File: src/design/rdb_pkg.sv
// Shared constants and control types for the radix-3 DIF butterfly.
`timescale 1ns / 1ps

package rdb_pkg;

    // Result field width; the magnitude bound keeps y0..y2 inside it
    localparam int OUT_W = 20;

    // Number of output fields and the byte-padded width of the result tdata
    localparam int OUT_FIELDS  = 6;
    localparam int OUT_TDATA_W = ((OUT_FIELDS * OUT_W + 7) / 8) * 8;

    // sqrt(3)/2 in Q15 and the shift that leaves one extra fraction bit
    localparam logic signed [15:0] SQRT3_HALF_Q15 = 16'sd28378;
    localparam int                 C_SHIFT        = 14;

    // Pipeline depth: three stages of pre-processing, two of multiplication
    localparam int NSTG = 5;

    typedef struct packed {
        logic s1;
        logic s2;
        logic s3;
    } t_pre_en;

    typedef struct packed {
        logic prod;
        logic sum;
    } t_mul_en;

endpackage

File: src/design/rdb_cmul.sv
// Two-stage complex multiply with a single round-to-nearest on the result.
`timescale 1ns / 1ps

module rdb_cmul #(
    parameter int DATA_WIDTH    = 16,
    parameter int TWIDDLE_WIDTH = 16
) (
    input  logic                            i_clk,
    input  rdb_pkg::t_mul_en                i_en,
    input  logic signed [DATA_WIDTH+3:0]    i_t_re,
    input  logic signed [DATA_WIDTH+3:0]    i_t_im,
    input  logic signed [TWIDDLE_WIDTH-1:0] i_w_re,
    input  logic signed [TWIDDLE_WIDTH-1:0] i_w_im,
    output logic signed [rdb_pkg::OUT_W-1:0] o_re,
    output logic signed [rdb_pkg::OUT_W-1:0] o_im
);
    import rdb_pkg::*;

    localparam int TW  = TWIDDLE_WIDTH;
    localparam int TTW = DATA_WIDTH + 4;
    localparam int PPW = TTW + TW;
    localparam int SMW = PPW + 1;

    localparam logic signed [SMW-1:0] RND_HALF = SMW'(1) << (TW - 1);

    logic signed [PPW-1:0]   r_rr, r_ii, r_ri, r_ir;
    logic signed [OUT_W-1:0] r_re, r_im;
    logic signed [SMW-1:0]   n_re, n_im;

    always_ff @(posedge i_clk) begin
        if (i_en.prod) begin
            r_rr <= PPW'(i_t_re) * PPW'(i_w_re);
            r_ii <= PPW'(i_t_im) * PPW'(i_w_im);
            r_ri <= PPW'(i_t_re) * PPW'(i_w_im);
            r_ir <= PPW'(i_t_im) * PPW'(i_w_re);
        end
    end

    always_comb begin
        n_re = SMW'(r_rr) - SMW'(r_ii) + RND_HALF;
        n_im = SMW'(r_ri) + SMW'(r_ir) + RND_HALF;
    end

    // drop the twiddle fraction bits; wider results wrap to the field
    always_ff @(posedge i_clk) begin
        if (i_en.sum) begin
            r_re <= OUT_W'(n_re >>> TW);
            r_im <= OUT_W'(n_im >>> TW);
        end
    end

    assign o_re = r_re;
    assign o_im = r_im;

endmodule

File: config.mk
export PLATFORM = sky130hd
export DESIGN_NAME = rdb_cmul
export DESIGN_NICKNAME = d
export VERILOG_FILES = /design/src/design/rdb_pkg.sv /design/src/design/rdb_cmul.sv
export SDC_FILE = /design/constraint.sdc
export NUM_CORES = 2
export LEC_CHECK = 0
export BUFFER_PORTS_ARGS = -buffer_cell sky130_fd_sc_hd__buf_2
export CAP_MARGIN = 10
export CORE_UTILIZATION = 42
export CTS_CLUSTER_DIAMETER = 50
export DETAILED_ROUTE_END_ITERATION = 10
export GPL_ROUTABILITY_DRIVEN = 0
export GPL_TIMING_DRIVEN = 1
export SETUP_SLACK_MARGIN = 0.5
export SYNTH_ARGS = -nofsm -noshare
export SYNTH_HDL_FRONTEND = slang
export SYNTH_SLANG_ARGS = --single-unit
File: constraint.sdc
create_clock -name i_clk -period 9.5 [get_ports i_clk]
set_clock_uncertainty 0.1 [all_clocks]
set_input_delay 0.95 -clock i_clk [delete_from_list [all_inputs] [get_ports i_clk]]
set_output_delay 0.95 -clock i_clk [all_outputs]
set_load 0.01 [all_outputs]
# [Word-level counts from Yosys, hierarchy flattened]
# Index checks and enable logic that the tools add are counted.
[classes] n_mul=4 addsub=4
[op_table] op="$mul A20 B16 Y36" n=4
[op_table] op="$add A36 B17 Y36 const B" n=2
[op_table] op="$add A36 B36 Y36" n=1
[op_table] op="$sub A36 B36 Y36" n=1
[totals] regBits=184 wordCells=14 out_inout_bits=40 inputBits=75

# [Logic depth before layout (Yosys ltp)]
[depth] depth_word=2 depth_mapped=25

# [Worst setup path before layout]
# No wires, ideal clock.
[synth_timing] path_kind="in2reg" startpoint="input port i_w_re[7]" endpoint="register r_rr[35] (data pin)" setup_time_ns=0.260 t_arrival_ns=6.510 required_time_ns=9.140 cell_stages=24 setup_slack_ns=2.630 path_cell_list="clkbuf_1 -> nand2_1 -> fa_1 -> inv_1 -> fa_1 -> inv_1 -> fa_1 -> inv_1 -> fa_1 -> fa_1 -> inv_1 -> fa_1 -> inv_1 -> ha_1 -> a21oi_1 -> nand2_1 -> a221oi_1 -> a31oi_2 -> o21ai_2 -> o21ai_2 -> a221o_1 -> a211o_1 -> a21oi_2 -> xnor2_1"
[synth_between] elab_chain_cells=1
[synth_lines] element="from (decl)" line="rdb_cmul.sv:12" source="input logic signed [TWIDDLE_WIDTH-1:0] i_w_re,"
[synth_lines] element="$mul A20 B16 Y36" line="rdb_cmul.sv:32" source="r_rr <= PPW'(i_t_re) * PPW'(i_w_re);"
[synth_lines] element="to (signal assigned)" line="rdb_cmul.sv:32"
[synth_lines] element="to (decl)" line="rdb_cmul.sv:26" source="logic signed [PPW-1:0] r_rr, r_ii, r_ri, r_ir;"
# No other way between the ends.
# A chain may end at the register's enable or synchronous reset.

# [Worst setup path in the final report]
[layout_timing] startpoint="input port i_w_re[15]" endpoint="register r_ir[34] (data pin)"
[layout_between] elab_chain_cells=1
[layout_lines] element="$mul A20 B16 Y36" line="rdb_cmul.sv:35" source="r_ir <= PPW'(i_t_im) * PPW'(i_w_re);"
[layout_lines] element="to (signal assigned)" line="rdb_cmul.sv:35"
[layout_lines] element="to (decl)" line="rdb_cmul.sv:26"
# No other way between the ends.

==> key figures <==
STA
  • Post-layout min period: 7826 ps
  • Max-slew violation total from the final report: 0
  • Setup repair after global routing missed its margin: no
  • Tightest Pin Transition: 1058 ps
  • Final setup violation count: 0
  • Final hold vios: 0
  • Total negative slack for setup checks: 0 ps
  • Crit share post-route: 82.38%
  • Peak Freq: between 100 and 150 MHz
  • Slew HR: 29.44%

Worst setup path
  • Longest individual stage delay on the worst path: 590 ps
  • Kind of end point of the critical path: register
  • Arrival time of the worst setup path: 8020 ps
  • Critical-path top delay cell: inv_1
  • Cell repeated most along the worst path: fa_1
  • Crit path cell chain: buf_2 > inv_1 > buf_4 > nor2_1 > fa_1 > fa_1 > fa_1 > fa_1 > fa_1 > inv_1 > fa_1 > inv_1 > ha_1 > and4_1 > nand3_1 > a311oi_1 > nor2_1 > o211ai_1 > o211ai_1 > o221ai_1 > o21a_1 > nor2_1 > xnor2_1
  • Maximum net fanout on the critical path: 19
  • CP Class: input pin to register
  • Startpoint type of the worst setup path: input pin
  • Required time at the endpoint of the critical path: 9690 ps

Clocking
  • Number of instances resized during post-cts repair: 0
  • Clock tree from TritonCTS: yes
  • Longest Clk Path Bufs: 2
  • Clock sink count: 184
  • H-tree Lvls: 4
  • Post CTS Setup Buffer Count: 0
  • Number of buffers added to fix hold violations after cts: 0
  • Total clock buffers created by CTS: 17
  • Worst-path clk slew: 80 ps
  • Cell chosen for the clock root: clkbuf_16
  • Clock latency on the worst-skew pair: 520 ps

Global routing
  • Maximum number of pins on one net before global-route repair: 60
  • GRT Residual Overflow: 0
  • Initial antenna violation count: 13
  • First-pass GRT wire length: 216900 um
  • Global Route Usage Sum: 20.46%
  • Number of global-route vias before repair: 40350

Placement
  • Detailed placement HPWL: 102300 um
  • Count of port buffers added during placement: 114

Route
  • Initial DRT Pass Iterations: 5
  • Routed len/inst: 17.29 um
  • Vias per cell: roughly 5.0
  • Wire length reported by the detailed router: 129900 um
  • Residual DRC count: 0
  • Initial detailed-routing violation count: 2026
  • Overall via count from detail_route: about 38000
  • Post-detailed-route count of antenna-violating nets: 0

Run status
  • Status: finished, final reports clean

Synthesis
  • Fraction of post-synthesis cell area in the top cell type by area: 45.60%
  • Number of library cell types mapped by synthesis: 74
  • Post-synthesis area per instance: 9.574 um2
  • Cell taking the most area after synthesis: fa_1
  • Number of nets produced by synthesis: 7674
  • Count of flip-flops with a built-in enable after synthesis: 184
  • Fraction of the yosys area taken by sequential cells: approximately 10%
  • Synthesized netlist cell count: 5833
  • Post-synth top flop: edfxtp_1
  • Async S/R FF share, synth: 0%
  • Summed instance area of the synthesized netlist: 55840 um2
  • FF+latch count, synth: 184
  • Count of warnings emitted by yosys: 0
  • Synth area leaders: fa_1 (46%), ha_1 (11%), edfxtp_1 (9.9%)

Floorplan
  • Top-level I/O count: 115
  • Die Span X: 366.6 um
  • Die area: 134400 um2
  • Die height: 366.6 um
  • Cell Rows: 133
  • Placeable Area: between 100000 and 150000 um2
  • Starting utilization of the core area: a little over two fifths

Final layout
  • P&R area growth vs syn: 4.752%
  • Ratio of cells with drive above 1 in the final layout: under 10%
  • Commonest cells after routing, fill and taps aside: inv_1 (1442), fa_1 (1272), nand2_1 (662)
  • Most common library cell in the layout ignoring fill and taps: inv_1
  • Post-layout nets: 7586

Job
  • Maxcap violations: 0

Hold path
  • Type of the worst min-delay path: register to register
-- worst max-delay path, delay by kind of cell --
family	cells	cell delay, ps
simple gates	5	850
fa+ha+maj	7	3220
xor+xnor	1	120
buf+inv	5	1290
compound gates	5	1560
-- synth_stat cells (11+ instances only) --
library cell	instances
a211oi_1	11
a21o_1	69
a21oi_1	122
and2_1	605
and3_1	11
clkbuf_1	249
edfxtp_1	184
fa_1	1272
ha_1	494
inv_1	1442
nand2_1	662
nand2b_1	28
nand3_1	28
nand4_1	21
nor2_1	150
nor2b_1	17
nor3_1	28
o211ai_1	18
o21a_1	35
o21ai_0	38
o21ai_1	22
xnor2_1	155
xor2_1	39
-- final cells by class --
cell class | instances | area (um2)
fill | 12810 | 73130
multi-input combinational | 3950 | 43940
sequential | 184 | 5525
inverter | 1442 | 5413
tap | 1755 | 2196
timing repair buffer | 150 | 847.1
clock buffer | 17 | 425.4
clock inverter | 14 | 150.1
antenna | 2 | 5.005
-- routing by layer --
layer / share of wire (%) / vias up / GRT usage [%] / wire length (um)
met5: 0.061 / - / 0 / 79
met4: 2.8 / 14 / 5.962 / 3642
met3: 5.0 / 129 / 2.808 / 6537
met2: 48 / 855 / 33.48 / 62320
met1: 44 / 19640 / 28.27 / 57350
li1: - / 17080 / - / -
-- sequential cells by signal, indices dropped and copies added, names as in the netlist --
signal  count
o_im       20
o_re       20
r_ir       36
r_rr       36
r_ii       36
r_ri       36
-- logic make-up after synthesis --
| family | synth area share, % |
|---|---|
| flops | 9.894 |
| simple gates | 14.03 |
| fa+ha+maj | 56.67 |
| compound gates | 4.938 |
| xor+xnor | 3.043 |
| buf+inv | 11.43 |
-- metrics by stage --
stage	cells	hold WS [ps]	utilization [%]	setup slack, ps	instance area (um2)
2_1_floorplan	5833	649.1	-	2630	55840
3_3_place_gp	7481	705.2	44.00	1389	57920
3_5_place_dp	7481	681.1	44.00	1324	57920
4_1_cts	7512	730.3	44.44	1910	58490
5_1_grt	7514	748.8	44.44	1502	58500
6_report	7514	715.0	44.44	1674	58500
-- path summary, 6_finish.rpt --
kind,start,to,slack [ps],cells past startpoint
min,r_ri[35],o_im[19],720,3
max,i_w_re[15],r_ir[34],1670,23
max reg2reg,r_ir[9],o_im[19],5640,12
min reg2reg,r_ri[35],o_im[19],720,3
Power is left out: the tool's default activity adds up to more than one toggle a clock period on the data nets, which glitch-free logic cannot reach.
