### src/design/rdb_pkg.sv
// Shared constants and control types for the radix-3 DIF butterfly.
`timescale 1ns / 1ps

package rdb_pkg;

    // Result field width; the magnitude bound keeps y0..y2 inside it
    localparam int OUT_W = 20;

    // Number of output fields and the byte-padded width of the result tdata
    localparam int OUT_FIELDS  = 6;
    localparam int OUT_TDATA_W = ((OUT_FIELDS * OUT_W + 7) / 8) * 8;

    // sqrt(3)/2 in Q15 and the shift that leaves one extra fraction bit
    localparam logic signed [15:0] SQRT3_HALF_Q15 = 16'sd28378;
    localparam int                 C_SHIFT        = 14;

    // Pipeline depth: three stages of pre-processing, two of multiplication
    localparam int NSTG = 5;

    typedef struct packed {
        logic s1;
        logic s2;
        logic s3;
    } t_pre_en;

    typedef struct packed {
        logic prod;
        logic sum;
    } t_mul_en;

endpackage

### src/design/rdb_pre.sv
// Butterfly front end: sums, sqrt(3)/2 scaling and the t1/t2 terms, three stages.
`timescale 1ns / 1ps

module rdb_pre #(
    parameter int DATA_WIDTH    = 16,
    parameter int TWIDDLE_WIDTH = 16
) (
    input  logic                          i_clk,
    input  rdb_pkg::t_pre_en              i_en,
    input  logic signed [DATA_WIDTH-1:0]  i_a0_re,
    input  logic signed [DATA_WIDTH-1:0]  i_a0_im,
    input  logic signed [DATA_WIDTH-1:0]  i_a1_re,
    input  logic signed [DATA_WIDTH-1:0]  i_a1_im,
    input  logic signed [DATA_WIDTH-1:0]  i_a2_re,
    input  logic signed [DATA_WIDTH-1:0]  i_a2_im,
    input  logic signed [TWIDDLE_WIDTH-1:0] i_w1_re,
    input  logic signed [TWIDDLE_WIDTH-1:0] i_w1_im,
    input  logic signed [TWIDDLE_WIDTH-1:0] i_w2_re,
    input  logic signed [TWIDDLE_WIDTH-1:0] i_w2_im,
    output logic signed [DATA_WIDTH+1:0]  o_y0_re,
    output logic signed [DATA_WIDTH+1:0]  o_y0_im,
    output logic signed [DATA_WIDTH+3:0]  o_t1_re,
    output logic signed [DATA_WIDTH+3:0]  o_t1_im,
    output logic signed [DATA_WIDTH+3:0]  o_t2_re,
    output logic signed [DATA_WIDTH+3:0]  o_t2_im,
    output logic signed [TWIDDLE_WIDTH-1:0] o_w1_re,
    output logic signed [TWIDDLE_WIDTH-1:0] o_w1_im,
    output logic signed [TWIDDLE_WIDTH-1:0] o_w2_re,
    output logic signed [TWIDDLE_WIDTH-1:0] o_w2_im
);
    import rdb_pkg::*;

    localparam int DW  = DATA_WIDTH;
    localparam int TW  = TWIDDLE_WIDTH;
    localparam int PW  = DW + 1;      // p, q
    localparam int BW  = DW + 2;      // 2*a0 - p, y0
    localparam int MQW = DW + 17;     // q * sqrt(3)/2 before rounding
    localparam int SW  = DW + 3;      // rounded scaled q
    localparam int TTW = DW + 4;      // t1, t2 at twice the input resolution

    localparam logic signed [MQW-1:0] C_RND = MQW'(1) << (C_SHIFT - 1);

    // stage 1
    logic signed [DW-1:0] r_a0_re, r_a0_im;
    logic signed [PW-1:0] r_p_re, r_p_im, r_q_re, r_q_im;
    logic signed [TW-1:0] r_w1_re1, r_w1_im1, r_w2_re1, r_w2_im1;
    // stage 2
    logic signed [BW-1:0]  r_b_re, r_b_im, r_y0_re2, r_y0_im2;
    logic signed [MQW-1:0] r_mq_re, r_mq_im;
    logic signed [TW-1:0]  r_w1_re2, r_w1_im2, r_w2_re2, r_w2_im2;
    // stage 3
    logic signed [BW-1:0]  r_y0_re3, r_y0_im3;
    logic signed [TTW-1:0] r_t1_re, r_t1_im, r_t2_re, r_t2_im;
    logic signed [TW-1:0]  r_w1_re3, r_w1_im3, r_w2_re3, r_w2_im3;

    logic signed [MQW-1:0] n_mqr_re, n_mqr_im;
    logic signed [SW-1:0]  n_s_re, n_s_im;
    logic signed [TTW-1:0] n_b_re, n_b_im;

    always_ff @(posedge i_clk) begin
        if (i_en.s1) begin
            r_a0_re  <= i_a0_re;
            r_a0_im  <= i_a0_im;
            r_p_re   <= PW'(i_a1_re) + PW'(i_a2_re);
            r_p_im   <= PW'(i_a1_im) + PW'(i_a2_im);
            r_q_re   <= PW'(i_a1_re) - PW'(i_a2_re);
            r_q_im   <= PW'(i_a1_im) - PW'(i_a2_im);
            r_w1_re1 <= i_w1_re;
            r_w1_im1 <= i_w1_im;
            r_w2_re1 <= i_w2_re;
            r_w2_im1 <= i_w2_im;
        end
    end

    always_ff @(posedge i_clk) begin
        if (i_en.s2) begin
            r_b_re   <= (BW'(r_a0_re) <<< 1) - BW'(r_p_re);
            r_b_im   <= (BW'(r_a0_im) <<< 1) - BW'(r_p_im);
            r_y0_re2 <= BW'(r_a0_re) + BW'(r_p_re);
            r_y0_im2 <= BW'(r_a0_im) + BW'(r_p_im);
            r_mq_re  <= MQW'(r_q_re) * MQW'(SQRT3_HALF_Q15);
            r_mq_im  <= MQW'(r_q_im) * MQW'(SQRT3_HALF_Q15);
            r_w1_re2 <= r_w1_re1;
            r_w1_im2 <= r_w1_im1;
            r_w2_re2 <= r_w2_re1;
            r_w2_im2 <= r_w2_im1;
        end
    end

    // round c*q to nearest, ties upward, keeping one extra fraction bit
    always_comb begin
        n_mqr_re = r_mq_re + C_RND;
        n_mqr_im = r_mq_im + C_RND;
        n_s_re   = n_mqr_re[C_SHIFT +: SW];
        n_s_im   = n_mqr_im[C_SHIFT +: SW];
        n_b_re   = TTW'(r_b_re);
        n_b_im   = TTW'(r_b_im);
    end

    // +/-j*c*q: real part takes c*q_im, imaginary part takes c*q_re
    always_ff @(posedge i_clk) begin
        if (i_en.s3) begin
            r_t1_re  <= n_b_re + TTW'(n_s_im);
            r_t1_im  <= n_b_im - TTW'(n_s_re);
            r_t2_re  <= n_b_re - TTW'(n_s_im);
            r_t2_im  <= n_b_im + TTW'(n_s_re);
            r_y0_re3 <= r_y0_re2;
            r_y0_im3 <= r_y0_im2;
            r_w1_re3 <= r_w1_re2;
            r_w1_im3 <= r_w1_im2;
            r_w2_re3 <= r_w2_re2;
            r_w2_im3 <= r_w2_im2;
        end
    end

    assign o_y0_re = r_y0_re3;
    assign o_y0_im = r_y0_im3;
    assign o_t1_re = r_t1_re;
    assign o_t1_im = r_t1_im;
    assign o_t2_re = r_t2_re;
    assign o_t2_im = r_t2_im;
    assign o_w1_re = r_w1_re3;
    assign o_w1_im = r_w1_im3;
    assign o_w2_re = r_w2_re3;
    assign o_w2_im = r_w2_im3;

endmodule

### config.mk
export PLATFORM = sky130hd
export DESIGN_NAME = rdb_pre
export DESIGN_NICKNAME = d
export VERILOG_FILES = /design/src/design/rdb_pkg.sv /design/src/design/rdb_pre.sv
export SDC_FILE = /design/constraint.sdc
export NUM_CORES = 1
export LEC_CHECK = 0
export BUFFER_PORTS_ARGS = -buffer_cell sky130_fd_sc_hd__buf_2
export CAP_MARGIN = 30
export CORE_ASPECT_RATIO = 0.75
export CORE_MARGIN = 2
export CORE_UTILIZATION = 55
export DETAILED_ROUTE_END_ITERATION = 10
export PLACE_DENSITY = 0.82
export SETUP_SLACK_MARGIN = 0.5
export SYNTH_ARGS = -nofsm -noshare
export SYNTH_HDL_FRONTEND = slang
export SYNTH_SLANG_ARGS = --single-unit
### constraint.sdc
create_clock -name i_clk -period 7.3 [get_ports i_clk]
set_input_delay 0 -clock i_clk [delete_from_list [all_inputs] [get_ports i_clk]]
set_output_delay 0 -clock i_clk [all_outputs]
set_load 0.005 [all_outputs]
Word-level counts from Yosys, hierarchy flattened
Cells that the tools add are included.
- bits of input ports: 164
- flip-flop bits (word level): 544
- word-level logic and storage cells: 46
- output and inout bits: 180
- add/sub/neg operators: 14
- multipliers: 2
- operator list (cell ; number):
    $add 33x15->33 const B ; 2
    $mul 17x15->32 const B ; 2
    $add 18x19->20 ; 2
    $sub 18x19->20 ; 2
    $add 16x17->18 ; 2
    $sub 17x17->18 ; 2
    $add 16x16->17 ; 2
    $sub 16x16->17 ; 2

Depth between registers and ports, before layout
Gate-level depths: netlist of run 1.
- word-level depth: 2
- gate-level depth with buffers: 22
- mapped depth without buffers: 22

Worst setup path after synthesis of run 1
Ideal clock, no wire load.
- path type: reg2reg
- start: register r_q_im[16]
- end: register r_mq_im[27], data pin
- setup time: 258 ps
- required time: 7042 ps
- cell stages (with the launch flop): 19
- arrival: 5564 ps
- slack: 1479 ps
- period minus slack after synthesis: 5821 ps
- cell sequence: edfxtp_1 -> ha_1 -> fa_1 -> fa_1 -> fa_1 -> fa_1 -> inv_1 -> fa_1 -> inv_1 -> ha_1 -> and3_1 -> a31o_1 -> nor3b_2 -> o21a_1 -> nor3_1 -> o31a_1 -> a31o_2 -> a21o_1 -> xnor2_1
- longest elaborated chain between the ends: 1
- ends and longest elaborated chain (what ; line ; RTL):
    start: declaration ; rdb_pre.sv:45 ; logic signed [PW-1:0] r_p_re, r_p_im, r_q_re, r_q_im;
    start signal: assignment ; rdb_pre.sv:67 ; r_q_im <= PW'(i_a1_im) - PW'(i_a2_im);
    $mul 17x15->32 ; rdb_pre.sv:82 ; r_mq_im <= MQW'(r_q_im) * MQW'(SQRT3_HALF_Q15);
    end signal: assignment ; rdb_pre.sv:82 ;
    end: declaration ; rdb_pre.sv:49 ; logic signed [MQW-1:0] r_mq_re, r_mq_im;
No other way between the ends.
A chain may end at the register's enable or synchronous reset.

Final worst setup path of run 1
- start: register r_q_im[8]
- end: register r_mq_im[29], data pin
Same word-level chain as after synthesis.

==> impl_metrics.py, run 1 <==
metrics = {
    "sta": {
        "fin_tns_setup_ns": 0,
        "rsz0062_at_grt": "false",
        "skew_ns": 0.0593,
        "setup_viol": 0,
        "min_period_over_period": 0.853,
        "hold_ws_ns": 0.0216,
        "clock.fmax_ghz": 0.161,
        "worst_slew_margin_rel": 0.335,
        "period_minus_slack_ns": 6.22,
        "final_max_slew_viol_count": 0,
        "hold_viol": 0,
        "tightest_slew_ns": 0.989,
    },
    "worst_setup_path": {
        "rrSetupSlack_ns": 1.08,
        "regToRegStartpoint": "r_q_im[8]$_DFFE_PP_",
        "end_kind": "register",
        "crit_required_ns": 7.67,
        "crit_type": "reg -> reg",
        "cp_top_family": "adder cells",
        "crit_arrival_ns": 6.60,
        "worstPathCellList": "ha_1 > fa_1 > inv_1 > fa_1 > fa_1 > inv_1 > fa_1 > inv_1 > fa_1 > inv_1 > ha_1 > a211oi_1 > nand2_1 > a41oi_1 > o21a_1 > nor3_1 > or2_4 > a211oi_1 > o21bai_1 > xor2_1",
        "crit_fanout": 5,
        "path_common_cell": "fa_1",
        "r2r_cells": 20,
        "crit_cells": 20,
        "max_stage_delay_ns": 0.54,
        "cpMaxStageDelayCell": "fa_1",
        "r2r-end": "r_mq_im[29]$_DFFE_PP_",
        "critical_path_buf_inv_count": 4,
        "cp-start-kind": "register",
    },
    "cells_and_area": {
        "stdcell_area_um2": 42400,
        "fin_nets": 4413,
        "layout.cells.non_filler": 4485,
        "layout_commonest_cell": "inv_1",
        "syn2layout_area_growth_pct": 16.8,
        "most-common-layout-cells": "inv_1 (557), edfxtp_1 (516), ha_1 (425)",
        "drive_gt1_frac": 0.131,
    },
    "clock_tree": {
        "cts_buffers": 52,
        "clk_path_buf_depth": 3,
        "cts_root_buf": "clkbuf_16",
        "cts_tree": "done",
        "clk_pin_slew_ns": 0.07,
        "clock-sinks": 516,
        "clk_latency_ns": 0.65,
        "htree_levels": 2,
    },
    "min_path": {
        "hold_end": "r_p_re[15]$_DFFE_PP_",
        "hold_path.class": "in -> reg",
        "holdPathStages": 4,
        "min-delay-start": "i_a2_re[13]",
    },
    "floorplanning": {
        "row_count": 81,
        "core_um2": 65300,
        "floorplan.initialDensity": 0.556,
        "fp.dieW_um": 301,
        "dieArea_um2": 68100,
        "die_h_um": 227,
        "pin_count": 344,
    },
    "placement": {
        "dpl.hpwl_mm": 64.8,
        "place_congestion": 0.959,
        "placed_cell_area_um2": 39000,
        "portBuffers": 343,
        "placed_cells": 4234,
    },
    "detailed_routing": {
        "drt-total-wl_mm": 84.9,
        "vias_per_cell": 5.40,
        "wl_per_cell_um": 18.9,
        "drc": 0,
        "via_count": 24200,
        "drt_pass1_iterations": 6,
        "drtIter0Drc": 1928,
        "ant_nets": 0,
    },
    "yosys": {
        "synth_warnings": 0,
        "syn_nets": 3896,
        "syn-cell-area_um2": 36300,
        "syn_area_per_cell_um2": 11.9,
        "synth_seq_cells": 516,
        "ys.flop_type": "edfxtp_1",
        "synthArstFlopShare": 0,
        "synth_edf_count": 516,
        "seq_area_frac_synth": 0.427,
        "yosysUniqueCellTypes": 89,
        "synthCells": 3053,
    },
    "global_route": {
        "grtUsageTotal": 0.252,
        "grt_max_degree": 74,
        "antenna_found_initial": 2,
        "overflow": 0,
        "grt_pass1_vias": 24600,
        "grt_pass1_wl_mm": 133,
    },
    "status": {
        "status": "finished clean",
    },
    "run": {
        "maxCapViolCount": 0,
    },
}
==> sequential cells by signal, summed over array words and instances, names as in the netlist, 17 cells and up <==
signal / flops
r_y0_re2: 18
o_t1_re: 20
r_p_re: 17
o_y0_im: 18
o_t2_im: 19
r_p_im: 17
o_t1_im: 20
r_mq_re: 20
r_y0_im2: 18
r_b_re: 18
o_y0_re: 18
r_b_im: 18
r_mq_im: 20
o_t2_re: 19
==> worst register-to-register path: stages (launching register included) <==
cell	delay (ns)
edfxtp_1	0.47
ha_1	0.44
fa_1	0.53
inv_1	0.06
fa_1	0.48
fa_1	0.54
inv_1	0.05
fa_1	0.47
inv_1	0.05
fa_1	0.49
inv_1	0.04
ha_1	0.30
a211oi_1	0.23
nand2_1	0.08
a41oi_1	0.46
o21a_1	0.25
nor3_1	0.08
or2_4	0.28
a211oi_1	0.35
o21bai_1	0.14
xor2_1	0.16
==> Yosys cell counts, types with 16 or more instances <==
cell      number  area share
inv_1        557       0.058
edfxtp_1     516        0.43
ha_1         425        0.15
fa_1         254        0.14
xnor2_1      184       0.044
nor2_1       154       0.016
a21oi_1      132       0.018
nand2_1       84      0.0087
nor3_1        69      0.0095
xor2_1        68       0.016
o21ai_0       64      0.0088
a21o_1        56       0.012
nand3_1       49      0.0068
o21bai_1      39      0.0081
clkbuf_1      34      0.0035
nor2b_1       30      0.0052
and3_1        27      0.0047
or3_1         21      0.0036
o21a_1        20      0.0041
nand4_1       19      0.0033
nand2b_1      18      0.0031
o31ai_1       18      0.0037
a211oi_1      17      0.0035
o21ai_1       16      0.0022
==> cell families (layout without fill, tap and decap cells) <==
family	count (synthesis)	in the layout	share of synthesized area
adders and majority gates	683	683	0.288
buffers and inverters	600	1160	0.0624
DFF	516	516	0.427
and+or+nand+nor	515	515	0.0696
AOI/OAI and AO/OA	482	482	0.0916
xor gates and xnor gates	252	252	0.0608
muxes	5	5	0.00138
other	0	1	0
==> cell type report <==
type	instances	area [µm²]
Multi-Input combinational cell	1937	18600
Inverter	560	2100
Clock buffer	54	1310
Timing Repair Buffer	503	3360
Tap cell	871	1090
Antenna cell	1	2.50
Clock inverter	43	490
Sequential cell	516	15500
Fill cell	4861	22900
==> metrics by stage <==
| step | setup slack, ns | utilization |
|---|---|---|
| after detailed placement | 1.09 | 0.598 |
| final | 1.08 | 0.650 |
| after floorplan | 1.48 | - |
| after global placement | 1.26 | 0.598 |
| after CTS | 1.13 | 0.649 |
| after global routing | 0.730 | 0.650 |
==> worst max path at each step <==
stage	startpoint	endpoint	slack (ns)
after floorplan	r_q_im[16]$_DFFE_PP_	r_mq_im[27]$_DFFE_PP_	1.48
after global placement	r_q_im[8]$_DFFE_PP_	r_mq_im[27]$_DFFE_PP_	1.26
after detailed placement	r_q_re[16]$_DFFE_PP_	r_mq_re[31]$_DFFE_PP_	1.09
after CTS	r_q_im[5]$_DFFE_PP_	r_mq_im[29]$_DFFE_PP_	1.13
after global routing	r_q_im[5]$_DFFE_PP_	r_mq_im[32]$_DFFE_PP_	0.73
final	r_q_im[8]$_DFFE_PP_	r_mq_im[29]$_DFFE_PP_	1.08
==> timing repair <==
item | CTS | global route
setup buffers | 0 | 0
gates resized for setup | 0 | 0
hold buffers | 151 | 0
endpoints found under the hold margin | 209 | 0
==> per-layer routing <==
metal	part of all wire	up-vias	GRT usage
met4	0.033	0	0.0769
met1	0.44	11700	0.348
met2	0.46	843	0.404
li1	-	11500	-
met5	0	-	0
met3	0.073	139	0.0499
Power of run 1 is not shown: default switching activity piles up to over one toggle a cycle in this logic, so the estimate is an artifact.
==> run 2: changes to the inputs <==
--- a/config.mk
+++ b/config.mk
@@ -12,6 +12,7 @@
 export CORE_UTILIZATION = 55
 export DETAILED_ROUTE_END_ITERATION = 10
 export PLACE_DENSITY = 0.82
+export RECOVER_POWER = 50
 export SETUP_SLACK_MARGIN = 0.5
 export SYNTH_ARGS = -nofsm -noshare
 export SYNTH_HDL_FRONTEND = slang
==> run 2 against run 1 <==
The run now ends with capacitance limit, slew limit left. Sequential share of layout area increased by 0.21 points. Hold slack got worse by 0.00082 ns. Clock skew decreased by 0.00058 ns. Non-clock buffer count unchanged. Global-route usage unchanged. Setup slack improved by 0.0068 ns. Via count increased by 0.27%.
==> impl_metrics.py, run 2 (synthesis results as in run 1) <==
metrics = {
    "worst_setup_path": {
        "crit_type": "reg -> reg",
        "crit_fanout": 5,
        "rrSetupSlack_ns": 1.08,
        "path_common_cell": "fa_1",
        "cpMaxStageDelayCell": "fa_1",
        "cp-start-kind": "register",
        "crit_required_ns": 7.67,
        "end_kind": "register",
        "max_stage_delay_ns": 0.54,
        "crit_arrival_ns": 6.59,
        "worstPathCellList": "ha_1 > fa_1 > inv_1 > fa_1 > fa_1 > inv_1 > fa_1 > inv_1 > fa_1 > inv_1 > ha_1 > a211oi_1 > nand2_1 > a41oi_1 > o21a_1 > nor3_1 > or2_4 > a211oi_1 > o21bai_1 > xor2_1",
    },
    "status": {
        "status": "finished with violations",
        "violations": "capacitance limit, slew limit",
    },
    "cells_and_area": {
        "fin_nets": 4413,
        "drive_gt1_frac": 0.0891,
        "layout_commonest_cell": "inv_1",
        "ff_latch_area_um2": 15500,
        "syn2layout_area_growth_pct": 16.1,
        "most-common-layout-cells": "inv_1 (557), edfxtp_1 (516), ha_1 (425)",
        "multi_input_area_um2": 18600,
        "fillCellCount": 4921,
    },
    "sta": {
        "tightest_slew_ns": 4.18,
        "fin_tns_setup_ns": 0,
        "rsz0062_at_grt": "false",
        "setup_viol": 0,
        "skew_ns": 0.0588,
        "hold_viol": 0,
        "min_period_over_period": 0.852,
        "worst_slew_margin_rel": -1.79,
        "final_max_slew_viol_count": 202,
        "period_minus_slack_ns": 6.22,
        "clock.fmax_ghz": 0.161,
    },
    "global_route": {
        "grtUsageTotal": 0.252,
        "grt_pass1_wl_mm": 133,
        "grt_max_degree": 74,
        "antenna_found_initial": 2,
        "grt_pass1_vias": 24600,
        "overflow": 0,
    },
    "clock_tree": {
        "clk_path_buf_depth": 3,
        "cts_resized": 0,
        "clk_latency_ns": 0.65,
        "cts_tree": "done",
        "clk_pin_slew_ns": 0.06,
        "htree_levels": 2,
        "cts_buffers": 52,
        "clock-sinks": 516,
        "cts_root_buf": "clkbuf_16",
    },
    "floorplanning": {
        "pin_count": 344,
        "fp.dieW_um": 301,
        "die_h_um": 227,
        "row_count": 81,
        "floorplan.initialDensity": 0.556,
        "core_um2": 65300,
        "dieArea_um2": 68100,
    },
    "detailed_routing": {
        "vias_per_cell": 5.41,
        "drtIter0Drc": 1836,
        "drt-total-wl_mm": 85.0,
        "via_count": 24300,
        "drc": 0,
        "wl_per_cell_um": 19.0,
        "ant_nets": 0,
        "drt_pass1_iterations": 6,
    },
    "placement": {
        "dpl.hpwl_mm": 64.8,
        "portBuffers": 343,
        "place_congestion": 0.959,
    },
    "min_path": {
        "hold_path.class": "in -> reg",
    },
    "run": {
        "maxCapViolCount": 4,
    },
}
-- run 2: timing repair --
item | in CTS | in global routing
hold endpoints to repair | 209 | 0
setup buffers | 0 | 0
hold buffers | 151 | 0
-- run 2: metrics by stage --
stage | hold WS (ns) | instances | utilization | instance area (µm²) | setup slack [ns]
2_1_floorplan | 0.0989 | 3053 | - | 36300 | 1.48
3_3_place_gp | 0.176 | 4234 | 0.598 | 39000 | 1.26
3_5_place_dp | 0.178 | 4234 | 0.598 | 39000 | 1.09
4_1_cts | 0.00304 | 4482 | 0.649 | 42300 | 1.13
5_1_grt | 0.0293 | 4485 | 0.646 | 42200 | 0.730
6_report | 0.0208 | 4485 | 0.646 | 42200 | 1.08
-- run 2: path summary, 6_finish.rpt --
| check | start | to | cells past startpoint |
|---|---|---|---|
| worst max-delay path | r_q_im[8]$_DFFE_PP_ | r_mq_im[29]$_DFFE_PP_ | 20 |
| worst min-delay path | i_a2_re[13] | r_p_re[15]$_DFFE_PP_ | 4 |
| worst max register to register | r_q_im[8]$_DFFE_PP_ | r_mq_im[29]$_DFFE_PP_ | 20 |
| worst min register to register | r_w1_im2[1]$_DFFE_PP_ | o_w1_im[1]$_DFFE_PP_ | 0 |
-- run 2: layer usage --
metal,up-vias,wire length (µm),GRT usage
met4,0,2770,0.0769
met3,137,6010,0.0499
met5,-,0,0
met1,11800,37400,0.348
li1,11500,-,-
met2,829,38800,0.404
-- run 2: final cells by class --
type / count / share of cell area
clock inverter: 43 / 0.0116
clock buffer: 54 / 0.0310
antenna: 1 / 0.0000594
multi-input combinational: 1937 / 0.440
timing repair buffer: 503 / 0.0740
sequential: 516 / 0.368
inverter: 560 / 0.0499
tap: 871 / 0.0258
-- run 2: worst max-delay path, delay by kind of cell, from the launching register on --
family	cells	cell delay (ns)
AND/OR/NAND/NOR	3	0.44
AO/OA/AOI/OAI	5	1.43
buffers and inverters	4	0.20
adder cells (fa/ha/maj)	7	3.25
XOR/XNOR	1	0.16
flip-flops	1	0.47
Power of run 2 is left out for the same reason.
==> run 3: changes to the inputs <==
--- a/config.mk
+++ b/config.mk
@@ -11,7 +11,7 @@
 export CORE_MARGIN = 2
 export CORE_UTILIZATION = 55
 export DETAILED_ROUTE_END_ITERATION = 10
-export PLACE_DENSITY = 0.82
+export PLACE_DENSITY = 0.85
 export RECOVER_POWER = 50
 export SETUP_SLACK_MARGIN = 0.5
 export SYNTH_ARGS = -nofsm -noshare
==> constraint.sdc (replaced) <==
create_clock -name i_clk -period 5.32 [get_ports i_clk]
set_input_delay 0 -clock i_clk [delete_from_list [all_inputs] [get_ports i_clk]]
set_output_delay 0 -clock i_clk [all_outputs]
set_load 0.005 [all_outputs]
==> run 3 against run 2 <==
Global-route usage up 1.5 points. First-iteration DRC count up 12%. The run ends with capacitance limit, slew limit, setup timing left. Clock skew down 0.019 ns. Hold slack worse by 0.016 ns. Routed wire length up 9.4%. Critical endpoint is now r_mq_re[24]$_DFFE_PP_. Critical path depth up 1.
==> impl_metrics.py, run 3 (synthesis results as in run 1) <==
metrics = {
    "status": {
        "status": "finished with violations",
        "violations": "capacitance limit, slew limit, setup timing",
    },
    "sta": {
        "skew_ns": 0.0399,
        "hold_viol": 0,
        "tightest_slew_ns": 4.90,
        "final_max_slew_viol_count": 198,
        "period_minus_slack_ns": 5.65,
        "setup_viol": 24,
        "clock.fmax_ghz": 0.177,
        "worst_slew_margin_rel": -2.27,
        "rsz0062_at_grt": "true",
        "setup_slack_ns": -0.334,
        "min_period_over_period": 1.06,
    },
    "worst_setup_path": {
        "cp-startpoint": "r_q_re[9]$_DFFE_PP_",
        "crit_required_ns": 5.70,
        "end_kind": "register",
        "cp-start-kind": "register",
        "crit_type": "reg -> reg",
        "crit_fanout": 4,
        "regToRegStartpoint": "r_q_re[9]$_DFFE_PP_",
        "r2r_cells": 21,
        "crit_arrival_ns": 6.03,
    },
    "cells_and_area": {
        "fillCellCount": 4546,
        "ff_latch_area_um2": 15500,
        "stdcell_area_um2": 44700,
        "most-common-layout-cells": "inv_1 (535), edfxtp_1 (516), ha_1 (366)",
        "fin_nets": 4579,
        "multi_input_area_um2": 19800,
        "layout_commonest_cell": "inv_1",
        "syn2layout_area_growth_pct": 23.1,
        "drive_gt1_frac": 0.179,
    },
    "global_route": {
        "grt_pass1_wl_mm": 139,
        "grt_max_degree": 79,
        "overflow": 0,
        "antenna_found_initial": 17,
        "grt_pass1_vias": 25500,
        "grtUsageTotal": 0.267,
    },
    "min_path": {
        "holdPathStages": 4,
        "hold_path.class": "in -> reg",
        "min-delay-start": "i_a2_im[2]",
    },
    "clock_tree": {
        "cts_buffers": 52,
        "cts_root_buf": "clkbuf_16",
        "clock-sinks": 516,
        "clk_pin_slew_ns": 0.06,
        "cts_tree": "done",
        "clk_latency_ns": 0.63,
        "htree_levels": 2,
        "clk_path_buf_depth": 3,
    },
    "detailed_routing": {
        "vias_per_cell": 5.42,
        "via_count": 25200,
        "ant_nets": 0,
        "routed-wl-met2_mm": 41.7,
        "drtIter0Drc": 2056,
        "dr_wl_met3_mm": 9.43,
        "drt_pass1_iterations": 5,
        "top_layer_used": "met5",
        "wl_per_cell_um": 20.0,
        "drc": 0,
        "drt-total-wl_mm": 93.0,
        "wl_met1_mm": 39.6,
    },
    "floorplanning": {
        "pin_count": 344,
        "dieArea_um2": 68100,
        "fp.dieW_um": 301,
        "core_um2": 65300,
        "row_count": 81,
        "die_h_um": 227,
        "floorplan.initialDensity": 0.556,
    },
    "placement": {
        "portBuffers": 343,
        "place_congestion": 0.961,
        "placed_cell_area_um2": 40200,
        "dpl.hpwl_mm": 69.2,
    },
    "run": {
        "maxCapViolCount": 3,
    },
}
## run 3: cell type report
cell class / instances / share of cell area
Sequential cell: 516 / 0.347
Timing Repair Buffer: 669 / 0.101
Tap cell: 871 / 0.0244
Multi-Input combinational cell: 1937 / 0.442
Clock buffer: 61 / 0.0299
Clock inverter: 30 / 0.00848
Antenna cell: 5 / 0.000280
Inverter: 560 / 0.0471
## run 3: layer usage
layer	global-route usage	up-vias
met2	0.413	946
met4	0.0656	16
met1	0.367	12200
li1	-	11800
met5	0	-
met3	0.0840	158
## run 3: worst paths after layout
| check | slack, ns | to |
|---|---|---|
| setup / recovery | -0.33 | r_mq_re[24]$_DFFE_PP_ |
| hold / removal | 0.004 | r_p_im[3]$_DFFE_PP_ |
| setup reg to reg | -0.33 | r_mq_re[24]$_DFFE_PP_ |
| hold reg to reg | 0.41 | o_w2_im[1]$_DFFE_PP_ |
## run 3: what timing repair did
item / CTS / global route
endpoints found under the setup margin: 38 / 39
buffers inserted: 48 / 21
pin swaps: 97 / 55
cloned: 0 / 0
gates resized for setup: 140 / 63
endpoints found under the hold margin: 290 / 0
hold buffers: 139 / 0
## run 3: stage by stage
step                      hold WS (ns)  utilization  worst slack, ns  setup TNS, ns  cells
after floorplan                 0.0989            -           -0.199          -1.11   3053
after global placement           0.176        0.616           -0.284          -2.26   4345
after detailed placement         0.178        0.616           -0.368          -3.74   4345
after CTS                      0.00215        0.680           -0.259          -1.75   4623
after global routing            0.0384        0.685           -0.517          -8.99   4646
final                          0.00441        0.685           -0.334          -4.70   4649
## run 3: worst max-delay path: stages (launching register included)
cell and delay, ns:
edfxtp_1 0.46, buf_6 0.15, buf_6 0.11, ha_4 0.32
fa_1 0.45, fa_1 0.56, fa_1 0.43, fa_1 0.51
inv_1 0.06, fa_1 0.50, inv_2 0.06, ha_4 0.21
a21o_1 0.16, a21o_1 0.19, a21oi_2 0.24, o211ai_1 0.14
buf_4 0.19, a21oi_4 0.19, nor2b_4 0.07, buf_6 0.12
o31ai_4 0.18, xnor2_1 0.09
Power of run 3 is left out for the same reason.
